==> config.mk <==
export PLATFORM = sky130hd
export DESIGN_NAME = rgb_to_gray_converter_top
export DESIGN_NICKNAME = d
export VERILOG_FILES = /design/src/rtl/core/rgb2g_pkg.sv /design/src/rtl/core/rgb2g_cfg.sv /design/src/rtl/core/rgb2g_prod.sv /design/src/rtl/core/rgb2g_sum.sv /design/src/rtl/core/rgb2g_out.sv /design/src/rtl/core/rgb_to_gray_converter_top.sv
export SDC_FILE = /design/constraint.sdc
export NUM_CORES = 1
export LEC_CHECK = 0
export ABC_AREA = 1
export BUFFER_PORTS_ARGS = -buffer_cell sky130_fd_sc_hd__buf_2
export CAP_MARGIN = 5
export CELL_PAD_IN_SITES_DETAIL_PLACEMENT = 0
export CELL_PAD_IN_SITES_GLOBAL_PLACEMENT = 1
export CORE_ASPECT_RATIO = 1.4
export CORE_MARGIN = 4
export CORE_UTILIZATION = 36
export CTS_BUF_LIST = sky130_fd_sc_hd__clkbuf_8
export DETAILED_ROUTE_END_ITERATION = 10
export HOLD_SLACK_MARGIN = 0.06
export PLACE_DENSITY_LB_ADDON = 0.1
export SYNTH_ARGS = -nofsm -noshare
export SYNTH_HDL_FRONTEND = slang
export SYNTH_SLANG_ARGS = --single-unit
==> constraint.sdc <==
create_clock -name clk_i -period 7.74 [get_ports clk_i]
set_input_delay 1.548 -clock clk_i [delete_from_list [all_inputs] [get_ports clk_i]]
set_output_delay 1.548 -clock clk_i [all_outputs]
set_load 0.05 [all_outputs]
==> src/rtl/core/rgb2g_pkg.sv <==
package rgb2g_pkg;

  typedef enum logic [3:0] {
    MODE_AVERAGE   = 4'd0,
    MODE_BT240     = 4'd1,
    MODE_MAX       = 4'd2,
    MODE_MIN       = 4'd3,
    MODE_BT709     = 4'd4,
    MODE_LIGHTNESS = 4'd5,
    MODE_LUMA      = 4'd6,
    MODE_RMY       = 4'd7,
    MODE_WEIGHTED  = 4'd8
  } gray_mode_e;

  localparam int CFG_INDEX_W = 4;

  typedef enum logic [CFG_INDEX_W-1:0] {
    REG_GRAY_MODE    = 4'd0,
    REG_WEIGHT_RED   = 4'd1,
    REG_WEIGHT_GREEN = 4'd2,
    REG_WEIGHT_BLUE  = 4'd3
  } cfg_reg_e;

  localparam int MODE_W          = 4;
  localparam int WEIGHT_W        = 16;
  localparam int FIXED_COEF_W    = 17;
  localparam int COEF_W          = 18;
  localparam int FIXED_FRAC_BITS = 16;

  localparam logic signed [WEIGHT_W-1:0] WEIGHT_RESET = 16'sd5461;

  typedef logic [FIXED_COEF_W-1:0] fixed_coef_t;

  localparam fixed_coef_t K_BT709 [3] = '{17'd13933, 17'd46871, 17'd4732};
  localparam fixed_coef_t K_BT240 [3] = '{17'd13894, 17'd45941, 17'd5702};
  localparam fixed_coef_t K_LUMA  [3] = '{17'd19661, 17'd38666, 17'd7209};
  localparam fixed_coef_t K_RMY   [3] = '{17'd32768, 17'd27460, 17'd5308};

  typedef struct packed {
    logic [MODE_W-1:0]          mode;
    logic signed [WEIGHT_W-1:0] weight_red;
    logic signed [WEIGHT_W-1:0] weight_green;
    logic signed [WEIGHT_W-1:0] weight_blue;
  } cfg_t;

  typedef struct packed {
    logic              valid;
    logic              last;
    logic [MODE_W-1:0] mode;
  } pipe_ctl_t;

endpackage

==> src/rtl/core/rgb2g_cfg.sv <==
module rgb2g_cfg (
  input  logic                                 clk_i,
  input  logic                                 rst_ni,
  input  logic                                 cfg_valid_i,
  output logic                                 cfg_ready_o,
  input  logic [rgb2g_pkg::CFG_INDEX_W-1:0]    cfg_index_i,
  input  logic [rgb2g_pkg::WEIGHT_W-1:0]       cfg_data_i,
  output rgb2g_pkg::cfg_t                      cfg_o
);

  rgb2g_pkg::cfg_t cfg_d, cfg_q;

  assign cfg_ready_o = 1'b1;

  always_comb begin
    cfg_d = cfg_q;
    if (cfg_valid_i) begin
      case (cfg_index_i)
        rgb2g_pkg::REG_GRAY_MODE: begin
          cfg_d.mode = cfg_data_i[rgb2g_pkg::MODE_W-1:0];
        end
        rgb2g_pkg::REG_WEIGHT_RED: begin
          cfg_d.weight_red = signed'(cfg_data_i);
        end
        rgb2g_pkg::REG_WEIGHT_GREEN: begin
          cfg_d.weight_green = signed'(cfg_data_i);
        end
        rgb2g_pkg::REG_WEIGHT_BLUE: begin
          cfg_d.weight_blue = signed'(cfg_data_i);
        end
        default: begin
          cfg_d = cfg_q;
        end
      endcase
    end
  end

  always_ff @(posedge clk_i or negedge rst_ni) begin
    if (!rst_ni) begin
      cfg_q.mode         <= rgb2g_pkg::MODE_AVERAGE;
      cfg_q.weight_red   <= rgb2g_pkg::WEIGHT_RESET;
      cfg_q.weight_green <= rgb2g_pkg::WEIGHT_RESET;
      cfg_q.weight_blue  <= rgb2g_pkg::WEIGHT_RESET;
    end else begin
      cfg_q <= cfg_d;
    end
  end

  assign cfg_o = cfg_q;

endmodule

==> src/rtl/core/rgb2g_prod.sv <==
module rgb2g_prod #(
  parameter int CHANNEL_BITS = 8,
  localparam int PROD_W      = rgb2g_pkg::COEF_W + CHANNEL_BITS + 1
) (
  input  logic                            clk_i,
  input  logic                            rst_ni,
  input  logic                            valid_i,
  input  logic                            last_i,
  input  logic [CHANNEL_BITS-1:0]         red_i,
  input  logic [CHANNEL_BITS-1:0]         green_i,
  input  logic [CHANNEL_BITS-1:0]         blue_i,
  input  rgb2g_pkg::cfg_t                 cfg_i,
  output rgb2g_pkg::pipe_ctl_t            ctl_o,
  output logic signed [PROD_W-1:0]        prod_o [3],
  output logic [CHANNEL_BITS+1:0]         sum_o,
  output logic [CHANNEL_BITS-1:0]         min_o,
  output logic [CHANNEL_BITS-1:0]         max_o
);

  logic signed [rgb2g_pkg::COEF_W-1:0] coef [3];
  logic signed [CHANNEL_BITS:0]        chan [3];
  logic [rgb2g_pkg::WEIGHT_W-1:0]      weight [3];
  logic [CHANNEL_BITS-1:0]             min_rg, max_rg;

  rgb2g_pkg::pipe_ctl_t                ctl_d, ctl_q;
  logic signed [PROD_W-1:0]            prod_d [3];
  logic signed [PROD_W-1:0]            prod_q [3];
  logic [CHANNEL_BITS+1:0]             sum_d, sum_q;
  logic [CHANNEL_BITS-1:0]             min_d, min_q, max_d, max_q;

  assign chan[0] = signed'({1'b0, red_i});
  assign chan[1] = signed'({1'b0, green_i});
  assign chan[2] = signed'({1'b0, blue_i});

  assign weight[0] = cfg_i.weight_red;
  assign weight[1] = cfg_i.weight_green;
  assign weight[2] = cfg_i.weight_blue;

  always_comb begin
    for (int i = 0; i < 3; i++) begin
      case (cfg_i.mode)
        rgb2g_pkg::MODE_BT240: coef[i] = signed'({1'b0, rgb2g_pkg::K_BT240[i]});
        rgb2g_pkg::MODE_BT709: coef[i] = signed'({1'b0, rgb2g_pkg::K_BT709[i]});
        rgb2g_pkg::MODE_LUMA:  coef[i] = signed'({1'b0, rgb2g_pkg::K_LUMA[i]});
        rgb2g_pkg::MODE_RMY:   coef[i] = signed'({1'b0, rgb2g_pkg::K_RMY[i]});
        rgb2g_pkg::MODE_WEIGHTED: begin
          coef[i] = signed'({{2{weight[i][rgb2g_pkg::WEIGHT_W-1]}}, weight[i]});
        end
        default: coef[i] = '0;
      endcase
      prod_d[i] = PROD_W'(coef[i] * chan[i]);
    end
  end

  always_comb begin
    min_rg = (red_i < green_i) ? red_i : green_i;
    max_rg = (red_i > green_i) ? red_i : green_i;
    min_d  = (min_rg < blue_i) ? min_rg : blue_i;
    max_d  = (max_rg > blue_i) ? max_rg : blue_i;
    sum_d  = (CHANNEL_BITS+2)'(red_i) + (CHANNEL_BITS+2)'(green_i)
           + (CHANNEL_BITS+2)'(blue_i);
    ctl_d.valid = valid_i;
    ctl_d.last  = last_i;
    ctl_d.mode  = cfg_i.mode;
  end

  always_ff @(posedge clk_i or negedge rst_ni) begin
    if (!rst_ni) begin
      ctl_q <= '0;
    end else begin
      ctl_q <= ctl_d;
    end
  end

  always_ff @(posedge clk_i) begin
    prod_q <= prod_d;
    sum_q  <= sum_d;
    min_q  <= min_d;
    max_q  <= max_d;
  end

  assign ctl_o  = ctl_q;
  assign prod_o = prod_q;
  assign sum_o  = sum_q;
  assign min_o  = min_q;
  assign max_o  = max_q;

endmodule

==> src/rtl/core/rgb2g_sum.sv <==
module rgb2g_sum #(
  parameter int CHANNEL_BITS     = 8,
  parameter int WEIGHT_FRAC_BITS = 14,
  localparam int PROD_W          = rgb2g_pkg::COEF_W + CHANNEL_BITS + 1,
  localparam int ACC_W           = PROD_W + 2,
  localparam int DIV_SHIFT       = ((CHANNEL_BITS + 4) / 2) * 2,
  localparam int AVG_W           = CHANNEL_BITS + 2 + DIV_SHIFT
) (
  input  logic                          clk_i,
  input  logic                          rst_ni,
  input  rgb2g_pkg::pipe_ctl_t          ctl_i,
  input  logic signed [PROD_W-1:0]      prod_i [3],
  input  logic [CHANNEL_BITS+1:0]       sum_i,
  input  logic [CHANNEL_BITS-1:0]       min_i,
  input  logic [CHANNEL_BITS-1:0]       max_i,
  output rgb2g_pkg::pipe_ctl_t          ctl_o,
  output logic signed [ACC_W-1:0]       acc_o,
  output logic [AVG_W-1:0]              avg_prod_o,
  output logic [CHANNEL_BITS-1:0]       light_o,
  output logic [CHANNEL_BITS-1:0]       min_o,
  output logic [CHANNEL_BITS-1:0]       max_o
);

  localparam logic [DIV_SHIFT-1:0] DIV_MULT = DIV_SHIFT'(((1 << DIV_SHIFT) + 2) / 3);
  localparam logic signed [ACC_W-1:0] RND_WEIGHTED =
    {{(ACC_W-1){1'b0}}, 1'b1} << (WEIGHT_FRAC_BITS - 1);
  localparam logic signed [ACC_W-1:0] RND_FIXED =
    {{(ACC_W-1){1'b0}}, 1'b1} << (rgb2g_pkg::FIXED_FRAC_BITS - 1);

  logic signed [ACC_W-1:0]   rnd;
  logic [CHANNEL_BITS+1:0]   avg_num;
  logic [CHANNEL_BITS:0]     light_sum;

  rgb2g_pkg::pipe_ctl_t      ctl_q;
  logic signed [ACC_W-1:0]   acc_d, acc_q;
  logic [AVG_W-1:0]          avg_prod_d, avg_prod_q;
  logic [CHANNEL_BITS-1:0]   light_d, light_q, min_q, max_q;

  always_comb begin
    rnd        = (ctl_i.mode == rgb2g_pkg::MODE_WEIGHTED) ? RND_WEIGHTED : RND_FIXED;
    acc_d      = ACC_W'(prod_i[0]) + ACC_W'(prod_i[1]) + ACC_W'(prod_i[2]) + rnd;
    avg_num    = sum_i + (CHANNEL_BITS+2)'(1);
    avg_prod_d = AVG_W'(avg_num) * AVG_W'(DIV_MULT);
    light_sum  = (CHANNEL_BITS+1)'(min_i) + (CHANNEL_BITS+1)'(max_i)
               + (CHANNEL_BITS+1)'(1);
    light_d    = light_sum[CHANNEL_BITS:1];
  end

  always_ff @(posedge clk_i or negedge rst_ni) begin
    if (!rst_ni) begin
      ctl_q <= '0;
    end else begin
      ctl_q <= ctl_i;
    end
  end

  always_ff @(posedge clk_i) begin
    acc_q      <= acc_d;
    avg_prod_q <= avg_prod_d;
    light_q    <= light_d;
    min_q      <= min_i;
    max_q      <= max_i;
  end

  assign ctl_o      = ctl_q;
  assign acc_o      = acc_q;
  assign avg_prod_o = avg_prod_q;
  assign light_o    = light_q;
  assign min_o      = min_q;
  assign max_o      = max_q;

endmodule

==> src/rtl/core/rgb2g_out.sv <==
module rgb2g_out #(
  parameter int CHANNEL_BITS     = 8,
  parameter int WEIGHT_FRAC_BITS = 14,
  localparam int ACC_W           = rgb2g_pkg::COEF_W + CHANNEL_BITS + 3,
  localparam int DIV_SHIFT       = ((CHANNEL_BITS + 4) / 2) * 2,
  localparam int AVG_W           = CHANNEL_BITS + 2 + DIV_SHIFT
) (
  input  logic                          clk_i,
  input  logic                          rst_ni,
  input  rgb2g_pkg::pipe_ctl_t          ctl_i,
  input  logic signed [ACC_W-1:0]       acc_i,
  input  logic [AVG_W-1:0]              avg_prod_i,
  input  logic [CHANNEL_BITS-1:0]       light_i,
  input  logic [CHANNEL_BITS-1:0]       min_i,
  input  logic [CHANNEL_BITS-1:0]       max_i,
  output logic                          valid_o,
  output logic                          last_o,
  output logic [CHANNEL_BITS-1:0]       gray_o,
  output logic                          sat_o
);

  localparam logic signed [ACC_W-1:0] CH_MAX_S =
    signed'(ACC_W'({CHANNEL_BITS{1'b1}}));

  logic signed [ACC_W-1:0]   scaled;
  logic [CHANNEL_BITS-1:0]   clamp_val;
  logic                      clamp_sat;

  logic                      valid_q, last_q, sat_d, sat_q;
  logic [CHANNEL_BITS-1:0]   gray_d, gray_q;

  always_comb begin
    if (ctl_i.mode == rgb2g_pkg::MODE_WEIGHTED) begin
      scaled = acc_i >>> WEIGHT_FRAC_BITS;
    end else begin
      scaled = acc_i >>> rgb2g_pkg::FIXED_FRAC_BITS;
    end
    if (scaled < 0) begin
      clamp_val = '0;
      clamp_sat = 1'b1;
    end else if (scaled > CH_MAX_S) begin
      clamp_val = '1;
      clamp_sat = 1'b1;
    end else begin
      clamp_val = scaled[CHANNEL_BITS-1:0];
      clamp_sat = 1'b0;
    end
  end

  always_comb begin
    sat_d = 1'b0;
    case (ctl_i.mode)
      rgb2g_pkg::MODE_AVERAGE:   gray_d = avg_prod_i[DIV_SHIFT +: CHANNEL_BITS];
      rgb2g_pkg::MODE_MAX:       gray_d = max_i;
      rgb2g_pkg::MODE_MIN:       gray_d = min_i;
      rgb2g_pkg::MODE_LIGHTNESS: gray_d = light_i;
      rgb2g_pkg::MODE_BT240, rgb2g_pkg::MODE_BT709, rgb2g_pkg::MODE_LUMA,
      rgb2g_pkg::MODE_RMY, rgb2g_pkg::MODE_WEIGHTED: begin
        gray_d = clamp_val;
        sat_d  = clamp_sat;
      end
      default: gray_d = '0;
    endcase
  end

  always_ff @(posedge clk_i or negedge rst_ni) begin
    if (!rst_ni) begin
      valid_q <= 1'b0;
    end else begin
      valid_q <= ctl_i.valid;
    end
  end

  always_ff @(posedge clk_i) begin
    last_q <= ctl_i.last;
    gray_q <= gray_d;
    sat_q  <= sat_d;
  end

  assign valid_o = valid_q;
  assign last_o  = last_q;
  assign gray_o  = gray_q;
  assign sat_o   = sat_q;

endmodule

==> src/rtl/core/rgb_to_gray_converter_top.sv <==
// Converts one RGB pixel per clock into a gray level through a three-stage pipeline: a pixel
// taken with start_i at one rising edge is registered by each stage in turn and appears on the
// result ports, marked by done_o, and a new pixel may be given in every cycle, so busy_o stays
// low. Stage one forms the three coefficient products, the channel sum, minimum and maximum,
// stage two adds the products with the rounding term, scales the channel sum for the average and
// forms the lightness, stage three shifts, clamps and selects by mode. Results cannot be held
// off, so the receiver must take each word in the cycle that done_o marks it. The mode and weight
// registers are read by the first stage and are to be written only while the pipeline is empty.
module rgb_to_gray_converter_top #(
  parameter int CHANNEL_BITS     = 8,
  parameter int WEIGHT_FRAC_BITS = 14
) (
  input  logic                                clk_i,
  input  logic                                rst_ni,
  input  logic                                start_i,
  output logic                                busy_o,
  input  logic [CHANNEL_BITS-1:0]             red_value_i,
  input  logic [CHANNEL_BITS-1:0]             green_value_i,
  input  logic [CHANNEL_BITS-1:0]             blue_value_i,
  input  logic                                last_pixel_in_i,
  output logic                                done_o,
  output logic [CHANNEL_BITS-1:0]             gray_value_o,
  output logic                                saturated_o,
  output logic                                last_pixel_out_o,
  input  logic                                cfg_valid_i,
  output logic                                cfg_ready_o,
  input  logic [rgb2g_pkg::CFG_INDEX_W-1:0]   cfg_index_i,
  input  logic [rgb2g_pkg::WEIGHT_W-1:0]      cfg_data_i
);

  localparam int PROD_W    = rgb2g_pkg::COEF_W + CHANNEL_BITS + 1;
  localparam int ACC_W     = PROD_W + 2;
  localparam int DIV_SHIFT = ((CHANNEL_BITS + 4) / 2) * 2;
  localparam int AVG_W     = CHANNEL_BITS + 2 + DIV_SHIFT;

  rgb2g_pkg::cfg_t         cfg;
  rgb2g_pkg::pipe_ctl_t    s1_ctl, s2_ctl;
  logic signed [PROD_W-1:0] s1_prod [3];
  logic [CHANNEL_BITS+1:0] s1_sum;
  logic [CHANNEL_BITS-1:0] s1_min, s1_max, s2_min, s2_max, s2_light;
  logic signed [ACC_W-1:0] s2_acc;
  logic [AVG_W-1:0]        s2_avg_prod;
  logic                    accept;

  assign busy_o = 1'b0;
  assign accept = start_i && !busy_o;

  rgb2g_cfg u_cfg (
    .clk_i       (clk_i),
    .rst_ni      (rst_ni),
    .cfg_valid_i (cfg_valid_i),
    .cfg_ready_o (cfg_ready_o),
    .cfg_index_i (cfg_index_i),
    .cfg_data_i  (cfg_data_i),
    .cfg_o       (cfg)
  );

  rgb2g_prod #(
    .CHANNEL_BITS (CHANNEL_BITS)
  ) u_prod (
    .clk_i   (clk_i),
    .rst_ni  (rst_ni),
    .valid_i (accept),
    .last_i  (last_pixel_in_i),
    .red_i   (red_value_i),
    .green_i (green_value_i),
    .blue_i  (blue_value_i),
    .cfg_i   (cfg),
    .ctl_o   (s1_ctl),
    .prod_o  (s1_prod),
    .sum_o   (s1_sum),
    .min_o   (s1_min),
    .max_o   (s1_max)
  );

  rgb2g_sum #(
    .CHANNEL_BITS     (CHANNEL_BITS),
    .WEIGHT_FRAC_BITS (WEIGHT_FRAC_BITS)
  ) u_sum (
    .clk_i      (clk_i),
    .rst_ni     (rst_ni),
    .ctl_i      (s1_ctl),
    .prod_i     (s1_prod),
    .sum_i      (s1_sum),
    .min_i      (s1_min),
    .max_i      (s1_max),
    .ctl_o      (s2_ctl),
    .acc_o      (s2_acc),
    .avg_prod_o (s2_avg_prod),
    .light_o    (s2_light),
    .min_o      (s2_min),
    .max_o      (s2_max)
  );

  rgb2g_out #(
    .CHANNEL_BITS     (CHANNEL_BITS),
    .WEIGHT_FRAC_BITS (WEIGHT_FRAC_BITS)
  ) u_out (
    .clk_i      (clk_i),
    .rst_ni     (rst_ni),
    .ctl_i      (s2_ctl),
    .acc_i      (s2_acc),
    .avg_prod_i (s2_avg_prod),
    .light_i    (s2_light),
    .min_i      (s2_min),
    .max_i      (s2_max),
    .valid_o    (done_o),
    .last_o     (last_pixel_out_o),
    .gray_o     (gray_value_o),
    .sat_o      (saturated_o)
  );

  a_latency: assert property (@(posedge clk_i) disable iff (!rst_ni)
    accept |-> ##3 done_o)
    else $error("A pixel did not give a result three cycles after it was taken.");

  a_no_spurious: assert property (@(posedge clk_i) disable iff (!rst_ni)
    !accept |-> ##3 !done_o)
    else $error("A result appeared without a pixel taken three cycles earlier.");

  a_last_flag: assert property (@(posedge clk_i) disable iff (!rst_ni)
    accept |-> ##3 (last_pixel_out_o == $past(last_pixel_in_i, 3)))
    else $error("The last-pixel flag was not carried through the pipeline.");

  a_sat_bound: assert property (@(posedge clk_i) disable iff (!rst_ni)
    (done_o && saturated_o) |-> (gray_value_o == '0 || gray_value_o == '1))
    else $error("A clamped result is neither zero nor full scale.");

endmodule
==> flow_metrics.tcl <==
set metrics [dict create \
    ctsHoldBuffers 0 \
    slew_headroom 0.2211 \
    dp.final_hpwl_mm 72.69 \
    drv_slew 0 \
    dpl_cell_area_mm2 0.02807 \
    ys_warn_count 0 \
    fin_worst_skew_ns 0.04408 \
    drt-initial-drc-count 971 \
    critPathArrivalTime_ns 6.74 \
    fmax_mhz 159.9 \
    vias 20697 \
    rows 117 \
    grt_max_degree 66 \
    most-common-layout-cells "inv_1 (752), nand2_1 (520), fa_1 (377)" \
    fin_ws_ns 1.487 \
    start_util 0.3654 \
    cts-htree-levels 2 \
    grt_first_pass_wirelength_mm 130.2 \
    post_route_cells_drive_above_1_share 0.05637 \
    post-place-ws_ns 0.9972 \
    wirelength_mm 83.31 \
    io-pin-count 62 \
    dieArea_mm2 0.07862 \
    rsz0062_at_grt "no" \
    cts_buffers 42 \
    dr.pass1.iters 6 \
    clock-sinks 229 \
    status "finished clean" \
    rr_worst_depth 22 \
    hp-start "u_prod.ctl_o[4]" \
    drc 0 \
    path_clk_slew_ns 0.07 \
    io_buffers 59 \
    reg2reg_from "u_cfg.cfg_o[49]" \
    cts_buffer_depth 3 \
    endpoint_kind "register" \
    hold_end "u_sum.ctl_o[4]" \
    detail-route-antenna-nets 0 \
    synth_area_mm2 0.02669 \
    crit_type "reg2reg" \
    period_needed_ns 6.253 \
    ff_latch_area_mm2 0.004936 \
    postCtsResizedCells 0 \
    finalCritPeriodShare 0.8079 \
    hold_depth 0 \
    finalSetupViolCount 0 \
    grt_pass1_vias 22721 \
    n_fill_cell 7616 \
    post_cts_buffers 0 \
    multi_input_area_mm2 0.01873 \
    core_area_mm2 0.07305 \
    syn2layout_area_growth_pct 8.729 \
    mostFrequentLayoutCell "inv_1" \
    worst_hold_slack_ns 0.3461 \
    synth_flop_cell "dfxtp_1" \
    grt_overflow 0 \
    rrSetupSlack_ns 1.49 \
    syn-num-nets 3976 \
    ys_ff_latch 229 \
    async_reset_ff_frac 0.2838 \
    crit_fanout 29 \
    yosysSeqAreaShare 0.1849 \
    track_usage 0.2160 \
    die_w_um 238.1 \
    stdcell_area_mm2 0.02902 \
    synth_edf_count 0 \
    vias_per_cell 4.826 \
    hold_class "reg2reg" \
    cts_tree "yes" \
    insertion_delay_ns 0.61 \
    syn_area_per_cell_um2 8.245 \
    hold_viol 0 \
    cap_viol_max_count 0 \
    routedWlPerCell_um 19.42 \
    setup_tns_ns 0 \
    synthCells 3237 \
    cts-root-buf "clkbuf_8" \
    gp_congestion 0.9055 \
    antenna_found_initial 3 \
    layout.nets 4040 \
    r2r_end "u_prod.prod_o[50]" \
    die_y_um 330.2 \
    tightest_slew_ns 1.168 \
    cp.required_ns 8.22 \
    worstSetupStartpointType "register" \
    ys_types 51 \
]
[per-layer routing]
layer  vias up  global-route usage  share of wire
li1      10019                   -              -
met1     10181              0.2526           0.40
met2       374              0.4080           0.52
met3       123             0.01996          0.029
met4         0             0.07966          0.042
met5         -                   0              0
[logic make-up (layout without fill, tap and decap cells)]
group | count (synthesis) | count (layout) | share of synthesized area
compound gates | 390 | 390 | 0.08115
xor+xnor | 122 | 122 | 0.04032
fa+ha+maj | 690 | 690 | 0.4295
buf+inv | 803 | 901 | 0.1134
flops | 229 | 229 | 0.1849
other cells | 2 | 4 | 0.0002814
simple gates | 1001 | 1001 | 0.1503
[state kept, by name, indices dropped and copies added, names as in the netlist, 6 cells and up]
register          flops
u_prod.ctl_o          6
u_sum.ctl_o           6
u_sum.max_o           8
u_prod.prod_o        81
u_out.gray_o          8
u_sum.acc_o          15
u_sum.light_o         8
u_prod.sum_o         10
u_sum.avg_prod_o      8
u_prod.min_o          8
u_sum.min_o           8
u_prod.max_o          8
u_cfg.cfg_o          52
[worst max-delay path by stage]
stage,startpoint,to,slack [ns],cells after the start
floorplan,green_value_i[1],u_prod.prod_o[47],1.99,18
global placement,green_value_i[1],u_prod.prod_o[53],1.06,17
detailed placement,green_value_i[1],u_prod.prod_o[53],1.0,17
CTS,u_cfg.cfg_o[49],u_prod.prod_o[53],1.42,20
global route,u_cfg.cfg_o[51],u_prod.prod_o[49],1.05,27
finish,u_cfg.cfg_o[49],u_prod.prod_o[50],1.49,22
[area by class of cell]
class | instances | share of cell area
multi-input cells | 2205 | 0.6455
flip-flops and latches | 229 | 0.1701
inverters | 752 | 0.09727
well taps | 952 | 0.04105
clock buffers | 51 | 0.02419
repair buffers | 71 | 0.01328
clock inverters | 27 | 0.008451
diodes | 2 | 0.0001725
[synthesized netlist by cell type (4+ instances only)]
master,instances,share of area
clkinv_1,4,0.00056
fa_1,377,0.28
a21oi_1,152,0.029
nor4_1,10,0.0023
o21bai_1,7,0.0020
a21o_1,17,0.0048
dfstp_2,21,0.021
o21ai_1,6,0.0011
nand2_1,520,0.073
o21ai_0,153,0.029
a31oi_1,15,0.0035
nand3_1,80,0.015
dfxtp_1,164,0.12
nor3_1,12,0.0023
nor2_1,349,0.049
xnor2_1,43,0.014
inv_2,4,0.00056
xor2_1,78,0.026
a21boi_0,5,0.0014
o21ai_2,4,0.0013
clkbuf_1,44,0.0062
dfrtp_1,44,0.041
ha_1,313,0.15
o2111ai_1,4,0.0013
buf_2,5,0.00094
inv_1,744,0.10
nand4_1,17,0.0040
[through the flow]
| stage | utilization | cells |
|---|---|---|
| global placement | 0.3842 | 4209 |
| detailed placement | 0.3842 | 4209 |
| global route | 0.3972 | 4288 |
| floorplan | - | 3237 |
| finish | 0.3973 | 4289 |
| CTS | 0.3972 | 4287 |
[critical path, stage by stage (launching register included)]
cell	delay, ns
dfrtp_1	0.46
nor2_1	0.08
inv_1	0.12
nor3_4	0.06
buf_4	0.25
nand2_1	0.51
inv_1	0.09
nor2_1	0.68
inv_1	0.23
nand2_1	0.15
fa_1	0.41
inv_1	0.09
fa_1	0.45
fa_1	0.55
inv_1	0.05
fa_1	0.47
inv_1	0.04
ha_1	0.35
a21oi_1	0.30
o21ai_0	0.15
a311oi_1	0.28
nand3_1	0.19
xor2_1	0.18
Power is left out: the tool's default activity adds up to more than one toggle a clock period on the data nets, which glitch-free logic cannot reach.
